`src/hdl/assert_macros.svh`:
```
// Assertion macros of the mode controller, used by its state machine.
// No dependencies; each macro expects clk in scope, EMC_ASSERT also rst.
`ifndef ASSERT_MACROS_SVH
`define ASSERT_MACROS_SVH

// Clocked check, masked while reset is high.
`define EMC_ASSERT(lbl, prop, msg) \
  lbl: assert property (@(posedge clk) disable iff (rst) prop) else $error(msg);

// Clocked check that also holds during reset.
`define EMC_ASSERT_ALWAYS(lbl, prop, msg) \
  lbl: assert property (@(posedge clk) prop) else $error(msg);

`endif

```
`src/hdl/emc_pkg.sv`:
```
// Types and constants of the event mode controller.
// No dependencies; used by the stages, the state machine, the top and the testbench.
package emc_pkg;

  typedef enum logic [3:0] {
    MODE_BOOT   = 4'd0,
    MODE_IDLE   = 4'd1,
    MODE_ATTN   = 4'd2,
    MODE_RESP   = 4'd3,
    MODE_TOUCH  = 4'd4,
    MODE_SLEEP  = 4'd5,
    MODE_ERROR  = 4'd6,
    MODE_SAFE   = 4'd7,
    MODE_MED    = 4'd8,
    MODE_SILENT = 4'd9
  } mode_t;

  localparam logic [3:0] CMD_INIT        = 4'd0;
  localparam logic [3:0] CMD_TICK        = 4'd1;
  localparam logic [3:0] CMD_BOOT_DONE   = 4'd2;
  localparam logic [3:0] CMD_TAP         = 4'd3;
  localparam logic [3:0] CMD_LONG_PRESS  = 4'd4;
  localparam logic [3:0] CMD_TOUCH_WAKE  = 4'd5;
  localparam logic [3:0] CMD_VOICE_START = 4'd6;
  localparam logic [3:0] CMD_VOICE_END   = 4'd7;
  localparam logic [3:0] CMD_AUDIO_START = 4'd8;
  localparam logic [3:0] CMD_AUDIO_END   = 4'd9;
  localparam logic [3:0] CMD_FAULT       = 4'd10;
  localparam logic [3:0] CMD_MED_IN      = 4'd11;
  localparam logic [3:0] CMD_MED_OUT     = 4'd12;
  localparam logic [3:0] CMD_SILENT_IN   = 4'd13;
  localparam logic [3:0] CMD_SILENT_OUT  = 4'd14;

  localparam logic [1:0] ST_OK      = 2'd0;
  localparam logic [1:0] ST_REFUSED = 2'd1;
  localparam logic [1:0] ST_IGNORED = 2'd2;

  localparam int unsigned IDLE_MS_W = 26;
  localparam int unsigned TIMER_W   = 17;

  localparam logic [9:0]           MS_PER_S       = 10'd1000;
  localparam logic [IDLE_MS_W-1:0] IDLE_LIMIT_RST = 26'd120000;
  localparam logic [TIMER_W-1:0]   TOUCH_LIMIT_MS = 17'd2000;
  localparam logic [TIMER_W-1:0]   ATTN_LIMIT_MS  = 17'd8000;

  typedef struct packed {
    logic [3:0]  command;
    logic [15:0] elapsed_ms;
    logic        listening;
    logic        start_safe;
  } item_t;

  typedef struct packed {
    logic [3:0] mode_now;
    logic [3:0] mode_before;
    logic       changed;
    logic [1:0] status;
  } result_t;

endpackage

```
`src/hdl/emc_if.sv`:
```
// Valid/ready channel interfaces of the mode controller.
// Depends on nothing; event words in, result words out.
interface emc_in_if;
  logic        valid;
  logic        ready;
  logic [3:0]  command;
  logic [15:0] elapsed_ms;
  logic        listening;
  logic        start_safe;

  modport source (output valid, command, elapsed_ms, listening, start_safe, input ready);
  modport sink   (input valid, command, elapsed_ms, listening, start_safe, output ready);
endinterface

interface emc_out_if;
  logic       valid;
  logic       ready;
  logic [3:0] mode_now;
  logic [3:0] mode_before;
  logic       changed;
  logic [1:0] status;

  modport source (output valid, mode_now, mode_before, changed, status, input ready);
  modport sink   (input valid, mode_now, mode_before, changed, status, output ready);
endinterface

```
`src/hdl/emc_in_stage.sv`:
```
// Input register of the mode controller: holds one event word.
// Depends on emc_pkg and emc_in_if.
module emc_in_stage (
  input  logic           clk,
  input  logic           rst,
  emc_in_if.sink         in_ch,
  input  logic           adv,
  output logic           vld,
  output emc_pkg::item_t item
);

  logic take;

  // Free slot, or the held word moves on this cycle.
  assign in_ch.ready = !vld || adv;
  assign take        = in_ch.valid && in_ch.ready;

  always_ff @(posedge clk) begin
    if (rst) begin
      vld <= 1'b0;
    end else if (take) begin
      vld <= 1'b1;
    end else if (adv) begin
      vld <= 1'b0;
    end
  end

  always_ff @(posedge clk) begin
    if (take) begin
      item.command    <= in_ch.command;
      item.elapsed_ms <= in_ch.elapsed_ms;
      item.listening  <= in_ch.listening;
      item.start_safe <= in_ch.start_safe;
    end
  end

endmodule

```
`src/hdl/emc_fsm.sv`:
```
// Mode state machine with the three millisecond timers and the timeout register.
// Depends on emc_pkg and assert_macros.svh.
`include "assert_macros.svh"

module emc_fsm (
  input  logic             clk,
  input  logic             rst,
  input  logic             cfg_wr_en,
  input  logic [15:0]      cfg_wr_data,
  input  logic             fire,
  input  emc_pkg::item_t   item,
  output emc_pkg::result_t res
);

  // Timeout kept already scaled to ms.
  logic [emc_pkg::IDLE_MS_W-1:0] limit_ms;

  emc_pkg::mode_t mode, mode_next;
  logic           started, started_next;
  logic [emc_pkg::IDLE_MS_W-1:0] idle_ms, idle_ms_next, idle_sum;
  logic [emc_pkg::TIMER_W-1:0]   touch_ms, touch_ms_next, touch_sum;
  logic [emc_pkg::TIMER_W-1:0]   attn_ms, attn_ms_next, attn_sum;
  logic [1:0]     status;

  always_ff @(posedge clk) begin
    if (rst) begin
      limit_ms <= emc_pkg::IDLE_LIMIT_RST;
    end else if (cfg_wr_en) begin
      limit_ms <= {10'd0, cfg_wr_data} * {16'd0, emc_pkg::MS_PER_S};
    end
  end

  assign idle_sum  = idle_ms + {10'd0, item.elapsed_ms};
  assign touch_sum = touch_ms + {1'b0, item.elapsed_ms};
  assign attn_sum  = attn_ms + {1'b0, item.elapsed_ms};

  always_comb begin
    mode_next     = mode;
    started_next  = started;
    idle_ms_next  = idle_ms;
    touch_ms_next = touch_ms;
    attn_ms_next  = attn_ms;
    status        = emc_pkg::ST_OK;

    if (item.command == emc_pkg::CMD_INIT) begin
      if (started) begin
        status = emc_pkg::ST_REFUSED;
      end else begin
        mode_next     = item.start_safe ? emc_pkg::MODE_SAFE : emc_pkg::MODE_BOOT;
        idle_ms_next  = '0;
        touch_ms_next = '0;
        started_next  = 1'b1;
      end
    end else if (!started) begin
      status = emc_pkg::ST_IGNORED;
    end else begin
      case (item.command)
        emc_pkg::CMD_TICK: begin
          // Only the timer of the current mode runs; the others clear.
          idle_ms_next  = '0;
          touch_ms_next = '0;
          attn_ms_next  = '0;
          if (mode == emc_pkg::MODE_IDLE) begin
            if (idle_sum >= limit_ms) begin
              mode_next = emc_pkg::MODE_SLEEP;
            end else begin
              idle_ms_next = idle_sum;
            end
          end
          if (mode == emc_pkg::MODE_TOUCH) begin
            if (touch_sum >= emc_pkg::TOUCH_LIMIT_MS) begin
              mode_next = emc_pkg::MODE_IDLE;
            end else begin
              touch_ms_next = touch_sum;
            end
          end
          if (mode == emc_pkg::MODE_ATTN && !item.listening) begin
            if (attn_sum >= emc_pkg::ATTN_LIMIT_MS) begin
              mode_next = emc_pkg::MODE_IDLE;
            end else begin
              attn_ms_next = attn_sum;
            end
          end
        end
        emc_pkg::CMD_BOOT_DONE: begin
          if (mode == emc_pkg::MODE_BOOT) mode_next = emc_pkg::MODE_IDLE;
        end
        emc_pkg::CMD_TAP: begin
          if (mode == emc_pkg::MODE_IDLE) begin
            mode_next = emc_pkg::MODE_ATTN;
          end else if (mode == emc_pkg::MODE_ATTN || mode == emc_pkg::MODE_RESP) begin
            touch_ms_next = '0;
            mode_next     = emc_pkg::MODE_TOUCH;
          end else if (mode == emc_pkg::MODE_SLEEP || mode == emc_pkg::MODE_MED ||
                       mode == emc_pkg::MODE_SILENT) begin
            mode_next = emc_pkg::MODE_IDLE;
          end
        end
        emc_pkg::CMD_LONG_PRESS: begin
          if (mode == emc_pkg::MODE_IDLE || mode == emc_pkg::MODE_ATTN ||
              mode == emc_pkg::MODE_SLEEP) begin
            touch_ms_next = '0;
            mode_next     = emc_pkg::MODE_TOUCH;
          end else if (mode == emc_pkg::MODE_MED || mode == emc_pkg::MODE_SILENT) begin
            mode_next = emc_pkg::MODE_IDLE;
          end
        end
        emc_pkg::CMD_TOUCH_WAKE: begin
          if (mode == emc_pkg::MODE_SLEEP) mode_next = emc_pkg::MODE_IDLE;
        end
        emc_pkg::CMD_VOICE_END: begin
          if (mode == emc_pkg::MODE_ATTN) mode_next = emc_pkg::MODE_IDLE;
        end
        emc_pkg::CMD_AUDIO_START: begin
          if (mode == emc_pkg::MODE_IDLE || mode == emc_pkg::MODE_ATTN ||
              mode == emc_pkg::MODE_TOUCH) begin
            mode_next = emc_pkg::MODE_RESP;
          end
        end
        emc_pkg::CMD_AUDIO_END: begin
          if (mode == emc_pkg::MODE_RESP) mode_next = emc_pkg::MODE_IDLE;
        end
        emc_pkg::CMD_FAULT: begin
          mode_next = emc_pkg::MODE_ERROR;
        end
        emc_pkg::CMD_MED_IN: begin
          if (mode == emc_pkg::MODE_IDLE) mode_next = emc_pkg::MODE_MED;
        end
        emc_pkg::CMD_MED_OUT: begin
          if (mode == emc_pkg::MODE_MED) mode_next = emc_pkg::MODE_IDLE;
        end
        emc_pkg::CMD_SILENT_IN: begin
          if (mode == emc_pkg::MODE_IDLE) mode_next = emc_pkg::MODE_SILENT;
        end
        emc_pkg::CMD_SILENT_OUT: begin
          if (mode == emc_pkg::MODE_SILENT) mode_next = emc_pkg::MODE_IDLE;
        end
        default: begin
          // voice start and the unused code: accepted, no effect
        end
      endcase
    end
  end

  assign res.mode_now    = mode_next;
  assign res.mode_before = mode;
  assign res.changed     = (mode_next != mode);
  assign res.status      = status;

  always_ff @(posedge clk) begin
    if (rst) begin
      mode     <= emc_pkg::MODE_BOOT;
      started  <= 1'b0;
      idle_ms  <= '0;
      touch_ms <= '0;
      attn_ms  <= '0;
    end else if (fire) begin
      mode     <= mode_next;
      started  <= started_next;
      idle_ms  <= idle_ms_next;
      touch_ms <= touch_ms_next;
      attn_ms  <= attn_ms_next;
    end
  end

  `EMC_ASSERT(a_started_sticky, started |=> started, "started flag dropped")
  `EMC_ASSERT(a_boot_before_init, !started |-> mode == emc_pkg::MODE_BOOT,
              "mode left boot before init")
  `EMC_ASSERT(a_error_no_exit, mode == emc_pkg::MODE_ERROR |=> mode == emc_pkg::MODE_ERROR,
              "error mode was left")
  `EMC_ASSERT(a_safe_exit_fault,
              (mode == emc_pkg::MODE_SAFE && !(fire && item.command == emc_pkg::CMD_FAULT))
              |=> mode == emc_pkg::MODE_SAFE, "safe mode left without fault")

endmodule

```
`src/hdl/emc_out_stage.sv`:
```
// Result register of the mode controller: holds one result word for the sink.
// Depends on emc_pkg and emc_out_if.
module emc_out_stage (
  input  logic             clk,
  input  logic             rst,
  input  logic             load,
  input  emc_pkg::result_t res,
  output logic             can_load,
  emc_out_if.source        out_ch
);

  logic             vld;
  emc_pkg::result_t data;

  assign can_load = !vld || out_ch.ready;

  always_ff @(posedge clk) begin
    if (rst) begin
      vld <= 1'b0;
    end else if (load) begin
      vld <= 1'b1;
    end else if (out_ch.ready) begin
      vld <= 1'b0;
    end
  end

  always_ff @(posedge clk) begin
    if (load) begin
      data <= res;
    end
  end

  assign out_ch.valid       = vld;
  assign out_ch.mode_now    = data.mode_now;
  assign out_ch.mode_before = data.mode_before;
  assign out_ch.changed     = data.changed;
  assign out_ch.status      = data.status;

endmodule

```
`src/hdl/event_mode_controller_with_timeouts_unit.sv`:
```
// Top level of the event mode controller: input register, state machine, result register.
// Depends on emc_pkg, emc_if, emc_in_stage, emc_fsm and emc_out_stage.
//
//  channel | dir | word
//  --------+-----+------------------------------------------------------
//  in_ch   | in  | command, elapsed_ms, listening, start_safe
//  out_ch  | out | mode_now, mode_before, changed, status
//  cfg     | in  | cfg_wr_en / cfg_wr_data: idle timeout in seconds
//
// One event word per cycle sustained while out_ch is ready; an accepted word sits in the
// input register, then the state update loads its valid result word into the result register.
// The state update is one add and compare per timer (26 bits at most), combinational.
// rst is synchronous: mode boot, not started, timers zero, timeout 120 s.
// A stalled out_ch holds its word; input keeps flowing until both stages fill.
module event_mode_controller_with_timeouts_unit (
  input  logic        clk,
  input  logic        rst,
  input  logic        cfg_wr_en,
  input  logic [15:0] cfg_wr_data,
  emc_in_if.sink      in_ch,
  emc_out_if.source   out_ch
);

  logic             s1_vld;
  emc_pkg::item_t   s1_item;
  emc_pkg::result_t res;
  logic             can_load;
  logic             adv;

  // The held event is processed when the result register has room.
  assign adv = s1_vld && can_load;

  emc_in_stage u_in (
    .clk   (clk),
    .rst   (rst),
    .in_ch (in_ch),
    .adv   (adv),
    .vld   (s1_vld),
    .item  (s1_item)
  );

  // State commits on the same edge that loads the result word.
  emc_fsm u_fsm (
    .clk         (clk),
    .rst         (rst),
    .cfg_wr_en   (cfg_wr_en),
    .cfg_wr_data (cfg_wr_data),
    .fire        (adv),
    .item        (s1_item),
    .res         (res)
  );

  emc_out_stage u_out (
    .clk      (clk),
    .rst      (rst),
    .load     (adv),
    .res      (res),
    .can_load (can_load),
    .out_ch   (out_ch)
  );

endmodule

```
`src/flat_wrapper.sv`:
```
// flat-port wrapper written by rule: the top's interface ports become plain ports
module event_mode_controller_with_timeouts_unit_flat 
  (clk, rst, cfg_wr_en, cfg_wr_data, in_ch_valid, in_ch_command, in_ch_elapsed_ms, in_ch_listening, in_ch_start_safe, in_ch_ready, out_ch_valid, out_ch_mode_now, out_ch_mode_before, out_ch_changed, out_ch_status, out_ch_ready);
  emc_in_if in_ch_i ();
  emc_out_if out_ch_i ();
  input  logic clk;
  input  logic rst;
  input  logic cfg_wr_en;
  input  logic [15:0] cfg_wr_data;
  input wire logic [$bits(in_ch_i.valid)-1:0] in_ch_valid;
  input wire logic [$bits(in_ch_i.command)-1:0] in_ch_command;
  input wire logic [$bits(in_ch_i.elapsed_ms)-1:0] in_ch_elapsed_ms;
  input wire logic [$bits(in_ch_i.listening)-1:0] in_ch_listening;
  input wire logic [$bits(in_ch_i.start_safe)-1:0] in_ch_start_safe;
  output wire logic [$bits(in_ch_i.ready)-1:0] in_ch_ready;
  output wire logic [$bits(out_ch_i.valid)-1:0] out_ch_valid;
  output wire logic [$bits(out_ch_i.mode_now)-1:0] out_ch_mode_now;
  output wire logic [$bits(out_ch_i.mode_before)-1:0] out_ch_mode_before;
  output wire logic [$bits(out_ch_i.changed)-1:0] out_ch_changed;
  output wire logic [$bits(out_ch_i.status)-1:0] out_ch_status;
  input wire logic [$bits(out_ch_i.ready)-1:0] out_ch_ready;
  assign in_ch_i.valid = in_ch_valid;
  assign in_ch_i.command = in_ch_command;
  assign in_ch_i.elapsed_ms = in_ch_elapsed_ms;
  assign in_ch_i.listening = in_ch_listening;
  assign in_ch_i.start_safe = in_ch_start_safe;
  assign in_ch_ready = in_ch_i.ready;
  assign out_ch_valid = out_ch_i.valid;
  assign out_ch_mode_now = out_ch_i.mode_now;
  assign out_ch_mode_before = out_ch_i.mode_before;
  assign out_ch_changed = out_ch_i.changed;
  assign out_ch_status = out_ch_i.status;
  assign out_ch_i.ready = out_ch_ready;
  event_mode_controller_with_timeouts_unit u_core (.clk(clk), .rst(rst), .cfg_wr_en(cfg_wr_en), .cfg_wr_data(cfg_wr_data), .in_ch(in_ch_i), .out_ch(out_ch_i));
endmodule
```
`config.mk`:
```
export PLATFORM = sky130hd
export DESIGN_NAME = event_mode_controller_with_timeouts_unit_flat
export DESIGN_NICKNAME = d
export VERILOG_FILES = /design/src/hdl/emc_pkg.sv /design/src/hdl/emc_if.sv /design/src/hdl/emc_in_stage.sv /design/src/hdl/emc_fsm.sv /design/src/hdl/emc_out_stage.sv /design/src/hdl/event_mode_controller_with_timeouts_unit.sv /design/src/flat_wrapper.sv
export VERILOG_INCLUDE_DIRS = /design/src /design/src/hdl
export SDC_FILE = /design/constraint.sdc
export NUM_CORES = 1
export LEC_CHECK = 0
export BUFFER_PORTS_ARGS = -buffer_cell sky130_fd_sc_hd__buf_2
export CORE_MARGIN = 5
export CORE_UTILIZATION = 50
export DETAILED_ROUTE_END_ITERATION = 12
export MAX_ROUTING_LAYER = met4
export PLACE_DENSITY_LB_ADDON = 0.05
export SLEW_MARGIN = 20
export SYNTH_ARGS = -nofsm -noshare
export SYNTH_HDL_FRONTEND = slang
export SYNTH_SLANG_ARGS = --single-unit
```
`constraint.sdc`:
```
create_clock -name clk -period 8.71 [get_ports clk]
set_input_delay 1.742 -clock clk [delete_from_list [all_inputs] [get_ports clk]]
set_output_delay 1.742 -clock clk [all_outputs]
set_load 0.01 [all_outputs]
```
Word-level counts from Yosys, hierarchy flattened:

Cells that the tools add are included.

* flip-flop bits (word level): 123
* logic and storage cells: 124
* output and inout bits: 13
* input port bits: 43

* reductions and logical operators: 26
* bitwise operators: 1
* $mul: 1
* add/sub/neg operators: 3
* equal/unequal tests: 25
* mux-type cells: 49
* magnitude comparators: 3

Operator list (number)
* 2-to-1 mux 17 bit: 10
* 2-to-1 mux 26 bit: 6
* 2-to-1 mux 4 bit: 23
* one-hot mux 4 bit (13 select lines): 1
* one-hot mux 17 bit (3 select lines): 1
* equality test 4 bit, second input constant: 9
* adder 17 x 16 -> 17 bit: 2
* adder 26 x 16 -> 26 bit: 1
* greater-or-equal comparator 26 bit: 1
* multiplier 16 x 7 -> 23 bit, second input constant: 1
* equality test 4 x 3 -> 1 bit, second input constant: 5
* greater-or-equal comparator 17 x 11 -> 1 bit, second input constant: 1
* greater-or-equal comparator 17 x 13 -> 1 bit, second input constant: 1
* equality test 4 x 2 -> 1 bit, second input constant: 4
* logical OR 1 bit: 9
* != test 3 bit, second input constant: 3
* equality test 4 x 1 -> 1 bit, second input constant: 2
* zero test 4 bit: 2
* AND reduction 4 bit: 2
* nonzero test 2 bit: 4
* AND reduction 7 bit: 1
* 2-to-1 mux 1 bit: 5
* 2-to-1 mux 2 bit: 2
* != test 4 bit: 1
* other kinds (7): 11

Longest topological paths before layout:

* word-level depth: 12
* gate-level depth with buffers: 25
* gate-level depth less buffers: 24

Hierarchy:

From an unflattened synthesis, not the netlist that was laid out.

* cell total of the unflattened synthesis: 1120
* area, all modules: 10346.2 µm²

Modules (own cells, without submodules)
* emc_fsm: cells each 1077, instances 1, area an instance 9247.6 µm²
* emc_in_stage: cells each 27, instances 1, area an instance 715.7 µm²
* emc_out_stage: cells each 15, instances 1, area an instance 376.6 µm²
* event_mode_controller_with_timeouts_unit: cells each 1, instances 1, area an instance 6.3 µm²

Worst setup path before layout:

OpenSTA, ideal clock, no wires.

* kind: in2reg
* start: in cfg_wr_data[0]
* end: reg u_core.u_fsm.limit_ms[22] (netlist name)
* cell stages on the path: 16
* buffers on the path: 0
* data required time: 8.604 ns
* library setup time: 0.106 ns
* arrival time: 5.780 ns
* path slack: 2.824 ns
* path through: fa_1 -> inv_1 -> fa_1 -> fa_1 -> inv_1 -> fa_1 -> ha_1 -> a21oi_1 -> o21bai_1 -> a21oi_1 -> o21ai_1 -> a41oi_1 -> a211oi_1 -> a21boi_0 -> or4_1 -> o311ai_0

* word-level cells in the longest chain between the ends: 1

RTL lines
* start: declaration: RTL line flat_wrapper.sv:9 `input logic [15:0] cfg_wr_data;`
* multiplier 16 x 7 -> 23 bit: RTL line emc_fsm.sv:29 `limit_ms <= {10'd0, cfg_wr_data} * {16'd0, emc_pkg::MS_PER_S};`
* end signal: assignment: RTL line emc_fsm.sv:27 `limit_ms <= emc_pkg::IDLE_LIMIT_RST;`
* end signal: assignment: RTL line emc_fsm.sv:29
* end: declaration: RTL line emc_fsm.sv:16 `logic [emc_pkg::IDLE_MS_W-1:0] limit_ms;`

Every way passes these cells.
A chain may end at the register's enable or synchronous reset.

Worst setup path after layout:

Ends and elaborated chain as after synthesis.

==> results.txt <==
The tree built by TritonCTS fans out to 123 sinks. The first global-routing pass estimated 41.0 mm of wire. The flow ran to the end, and the final reports show no timing, DRC or antenna violations. The type of the worst setup path is in2reg. The core outline area came out at 21,000 um^2.

The sequential fraction of the synthesis area is 0.261. The number of buffers inserted by port buffering came out at 55. The number of nets at the end of the flow came out at 1,464. The starting utilization of the core area came out at 0.509. The number of failing setup endpoints in the final timing report came out at 0. The final weighted congestion in routability-driven placement is 0.893. The arrival time of data at the critical path endpoint is 6.30 ns. The sum of overflow across all layers after global routing is 0. The horizontal die dimension is 156 um. The transition time at the pin with the least slew margin is 1.04 ns. The initial DRC count came out at 591. The routed design has 24.1 mm of wire. The detailed-placement wirelength estimate came out at 18.5 mm. The largest total area in the synthesized netlist belongs to sky130_fd_sc_hd__dfxtp_1. The post-detailed-route DRC marker count came out at 0. Across all hold checks on the routed design, the worst slack comes to 0.481 ns. The post-cts hold buffer count is 0. The die boundary height came out at 156 um.

In the synthesized netlist the dominant register cell turns out to be sky130_fd_sc_hd__dfxtp_1. The power density of the placed cells came out at 201 nW/um^2. Synthesis produced a netlist whose cell count is 1,206.

Row generation in the floorplan step produced 53 rows. The total via count after detailed routing came out at 8,751. The post-layout total power is 2.35 mW.

The number of nets with antenna violations after detailed routing came out at 0. The count of buffers added by post-CTS timing repair for setup is 0. Using the TritonRoute via totals, the vias-per-cell ratio works out to 5.73.

TritonCTS built the clock tree. Of the cells placed in the final design, the portion with a size suffix greater than 1 is 0.0919. Of all flip-flops after synthesis, the portion carrying an async set or reset was 0. After clock tree synthesis, the repair step resized 0 gates. The floorplan die area came out at 24,400 um^2. The number of H-tree levels came out at 4. The share of synthesized area in the top cell type comes to 0.168. The most common cell in the synthesized netlist is sky130_fd_sc_hd__nor2_1.

The biggest fanout along the worst timing path came out at 5. Across the VDD grid, the largest voltage drop is 0.114 mV. The layer flagged by global routing as most heavily used is met2.

For this run, global-route usage on met1 was measured as 0.271. The worst slew slack as a fraction of its limit came out at 0.310. The fmax is 167 MHz.

The required time reported for the critical path endpoint is 9.03 ns. The synthesis warning total is 0. The cell area that synthesis handed to floorplanning was 10,700 um^2. The relative area change from synthesis to final layout came out at 9.59%.

The number of antenna violations at the first check in global routing came out at 0. The via count of the first global-routing pass is 8,480. The number of primary I/O pins is 56.

The number of antenna diodes in the final layout is 0. The synthesized area divided by synthesized cell count is 8.87 um^2. Sorting the synthesized cells by area gives the leading types as sky130_fd_sc_hd__dfxtp_1 (17%), sky130_fd_sc_hd__ha_1 (15%), sky130_fd_sc_hd__fa_1 (11%), sky130_fd_sc_hd__edfxtp_1 (9.3%), sky130_fd_sc_hd__nor2_1 (4.8%). The final worst-path cycle share is 0.686. Setup repair after global routing left no endpoint under its margin. Max-cap violations in this run came to 0. The number of max-slew violations in the final report came out at 0.

The unique cell type count in the Yosys netlist is 84. The met2 global-route usage is 0.343. The tree is rooted in a sky130_fd_sc_hd__clkbuf_16.

Subtracting the final worst setup slack from the clock period gives 5.98 ns. In this run, synthesis inferred 33 flip-flops with an integrated enable. The worst clock skew is 0.00963 ns.

The largest net degree at the start of global routing came out at 71. The total nets after synthesis came out at 1,432. The clock latency on the worst-skew pair came out at 0.43 ns.

The path class of the tightest hold or removal check is reg2reg. The leakage power total came out at 5.18 nW. By count the netlist is led by sky130_fd_sc_hd__nor2_1 (136), sky130_fd_sc_hd__ha_1 (126), sky130_fd_sc_hd__dfxtp_1 (90). In the final timing run, aggregate negative setup slack is 0 ns.

The clock slew at the register clock pins of the worst setup and hold paths is 0.06 ns. The startpoint class of the critical path is an input pin. The number of detailed-routing iterations run before antenna repair is 5.

TritonCTS created 17 clock buffers. The overall track demand over capacity in global routing came out at 0.208. The final hold violation count came out at 0. In the global route stage, met3 resource usage came out at 0.0271.

The routed wire length per instance came out at 15.8 um. The worst setup path is captured at a flop. The number of buffers between clock root and the deepest sink came out at 2. The register bit count reported by yosys is 123.
[registers in the layout (all words and copies together) (netlist names)]
register and cells:
u_core.u_fsm.attn_ms 17, u_core.u_fsm.idle_ms 26, u_core.u_fsm.limit_ms 23, u_core.u_fsm.mode 4
u_core.u_fsm.started 1, u_core.u_fsm.touch_ms 17, u_core.u_in.item 22, u_core.u_in.vld 1
u_core.u_out.out_ch.changed 1, u_core.u_out.out_ch.mode_before 4, u_core.u_out.out_ch.mode_now 4, u_core.u_out.out_ch.status 2
u_core.u_out.out_ch.valid 1
[placed cells by master, fill, tap and decap left out, types with 5 or more instances in the layout]
cell / Yosys / final
sky130_fd_sc_hd__dfxtp_1: 90 / 90
sky130_fd_sc_hd__buf_4: 0 / 5
sky130_fd_sc_hd__nand2_1: 66 / 66
sky130_fd_sc_hd__o211ai_1: 17 / 17
sky130_fd_sc_hd__o21a_1: 7 / 7
sky130_fd_sc_hd__and3_1: 25 / 25
sky130_fd_sc_hd__and2_1: 10 / 10
sky130_fd_sc_hd__buf_2: 2 / 55
sky130_fd_sc_hd__a32oi_1: 5 / 5
sky130_fd_sc_hd__inv_1: 81 / 81
sky130_fd_sc_hd__a211o_1: 6 / 6
sky130_fd_sc_hd__a22oi_1: 30 / 30
sky130_fd_sc_hd__mux2i_1: 13 / 13
sky130_fd_sc_hd__a211oi_1: 15 / 15
sky130_fd_sc_hd__a2bb2oi_1: 6 / 6
sky130_fd_sc_hd__xor2_1: 18 / 18
sky130_fd_sc_hd__a21oi_1: 81 / 81
sky130_fd_sc_hd__clkbuf_16: 0 / 18
sky130_fd_sc_hd__or2_2: 7 / 7
sky130_fd_sc_hd__o21ai_1: 8 / 8
sky130_fd_sc_hd__edfxtp_1: 33 / 33
sky130_fd_sc_hd__nor3_1: 32 / 32
sky130_fd_sc_hd__nor2_1: 136 / 136
sky130_fd_sc_hd__o31ai_1: 8 / 8
sky130_fd_sc_hd__a21o_1: 24 / 24
sky130_fd_sc_hd__a31oi_1: 11 / 11
sky130_fd_sc_hd__nand4_1: 13 / 13
sky130_fd_sc_hd__a41oi_1: 9 / 9
sky130_fd_sc_hd__fa_1: 57 / 57
sky130_fd_sc_hd__nand3_1: 37 / 37
sky130_fd_sc_hd__xnor2_1: 35 / 35
sky130_fd_sc_hd__nand2b_1: 12 / 12
sky130_fd_sc_hd__o21ai_0: 48 / 48
sky130_fd_sc_hd__nor2b_1: 13 / 13
sky130_fd_sc_hd__ha_1: 126 / 126
[critical path, cell delays in order]
cell and delay, ns:
sky130_fd_sc_hd__buf_2 0.14, sky130_fd_sc_hd__fa_1 0.56, sky130_fd_sc_hd__inv_1 0.06, sky130_fd_sc_hd__fa_1 0.47
sky130_fd_sc_hd__fa_1 0.51, sky130_fd_sc_hd__inv_1 0.05, sky130_fd_sc_hd__fa_1 0.47, sky130_fd_sc_hd__ha_1 0.35
sky130_fd_sc_hd__a21oi_1 0.11, sky130_fd_sc_hd__o21bai_1 0.14, sky130_fd_sc_hd__a21oi_1 0.11, sky130_fd_sc_hd__o21ai_1 0.27
sky130_fd_sc_hd__a41oi_1 0.22, sky130_fd_sc_hd__a211oi_1 0.42, sky130_fd_sc_hd__a21boi_0 0.18, sky130_fd_sc_hd__or4_1 0.40
sky130_fd_sc_hd__o311ai_0 0.10
[metrics by stage]
step / area (um^2) / worst slack (ns) / instances / util
after floorplan: 10700 / 2.82 / 1206 / -
after global placement: 11100 / 2.36 / 1494 / 0.529
after detailed placement: 11100 / 2.27 / 1494 / 0.529
after global routing: 11700 / 2.22 / 1526 / 0.558
after CTS: 11700 / 2.73 / 1526 / 0.558
final: 11700 / 2.73 / 1526 / 0.558
[layer usage]
layer / share of wire / vias to the layer above
met2: 0.48 / 186
li1: - / 4467
met1: 0.46 / 4068
met5: 0 / -
met4: 0.015 / 0
met3: 0.038 / 30
[logic make-up after synthesis]
kind of cell / after synthesis / share of synthesized area
flip-flops: 123 / 0.261
buffers and inverters: 129 / 0.0502
multiplexers: 15 / 0.0145
adder cells (fa/ha/maj): 183 / 0.254
XOR/XNOR: 54 / 0.0449
AO/OA/AOI/OAI: 324 / 0.205
AND/OR/NAND/NOR: 378 / 0.171
[where the power goes]
group / internal [mW] / switching, mW
registers: 0.631 / 0.0271
logic: 0.443 / 0.544
clock network: 0.435 / 0.272
[area by class of cell]
cell class                      instances  area, um^2
Fill cell                            1900        9300
Clock inverter                         11         106
Timing Repair Buffer                   60         313
Tap cell                              275         344
Sequential cell                       123        2790
Clock buffer                           21         492
Inverter                               82         308
Multi-Input combinational cell        954        7370
[worst paths after layout]
path                             startpoint                        end  slack, ns  cells past startpoint
setup / recovery             cfg_wr_data[0]  u_core.u_fsm.limit_ms[22]       2.73                     17
hold / removal    u_core.u_fsm.limit_ms[15]  u_core.u_fsm.limit_ms[15]       0.48                      1
setup reg to reg        u_core.u_in.item[2]   u_core.u_fsm.idle_ms[20]       2.85                     23
hold reg to reg   u_core.u_fsm.limit_ms[15]  u_core.u_fsm.limit_ms[15]       0.48                      1
(Power assumes the default switching activity.)
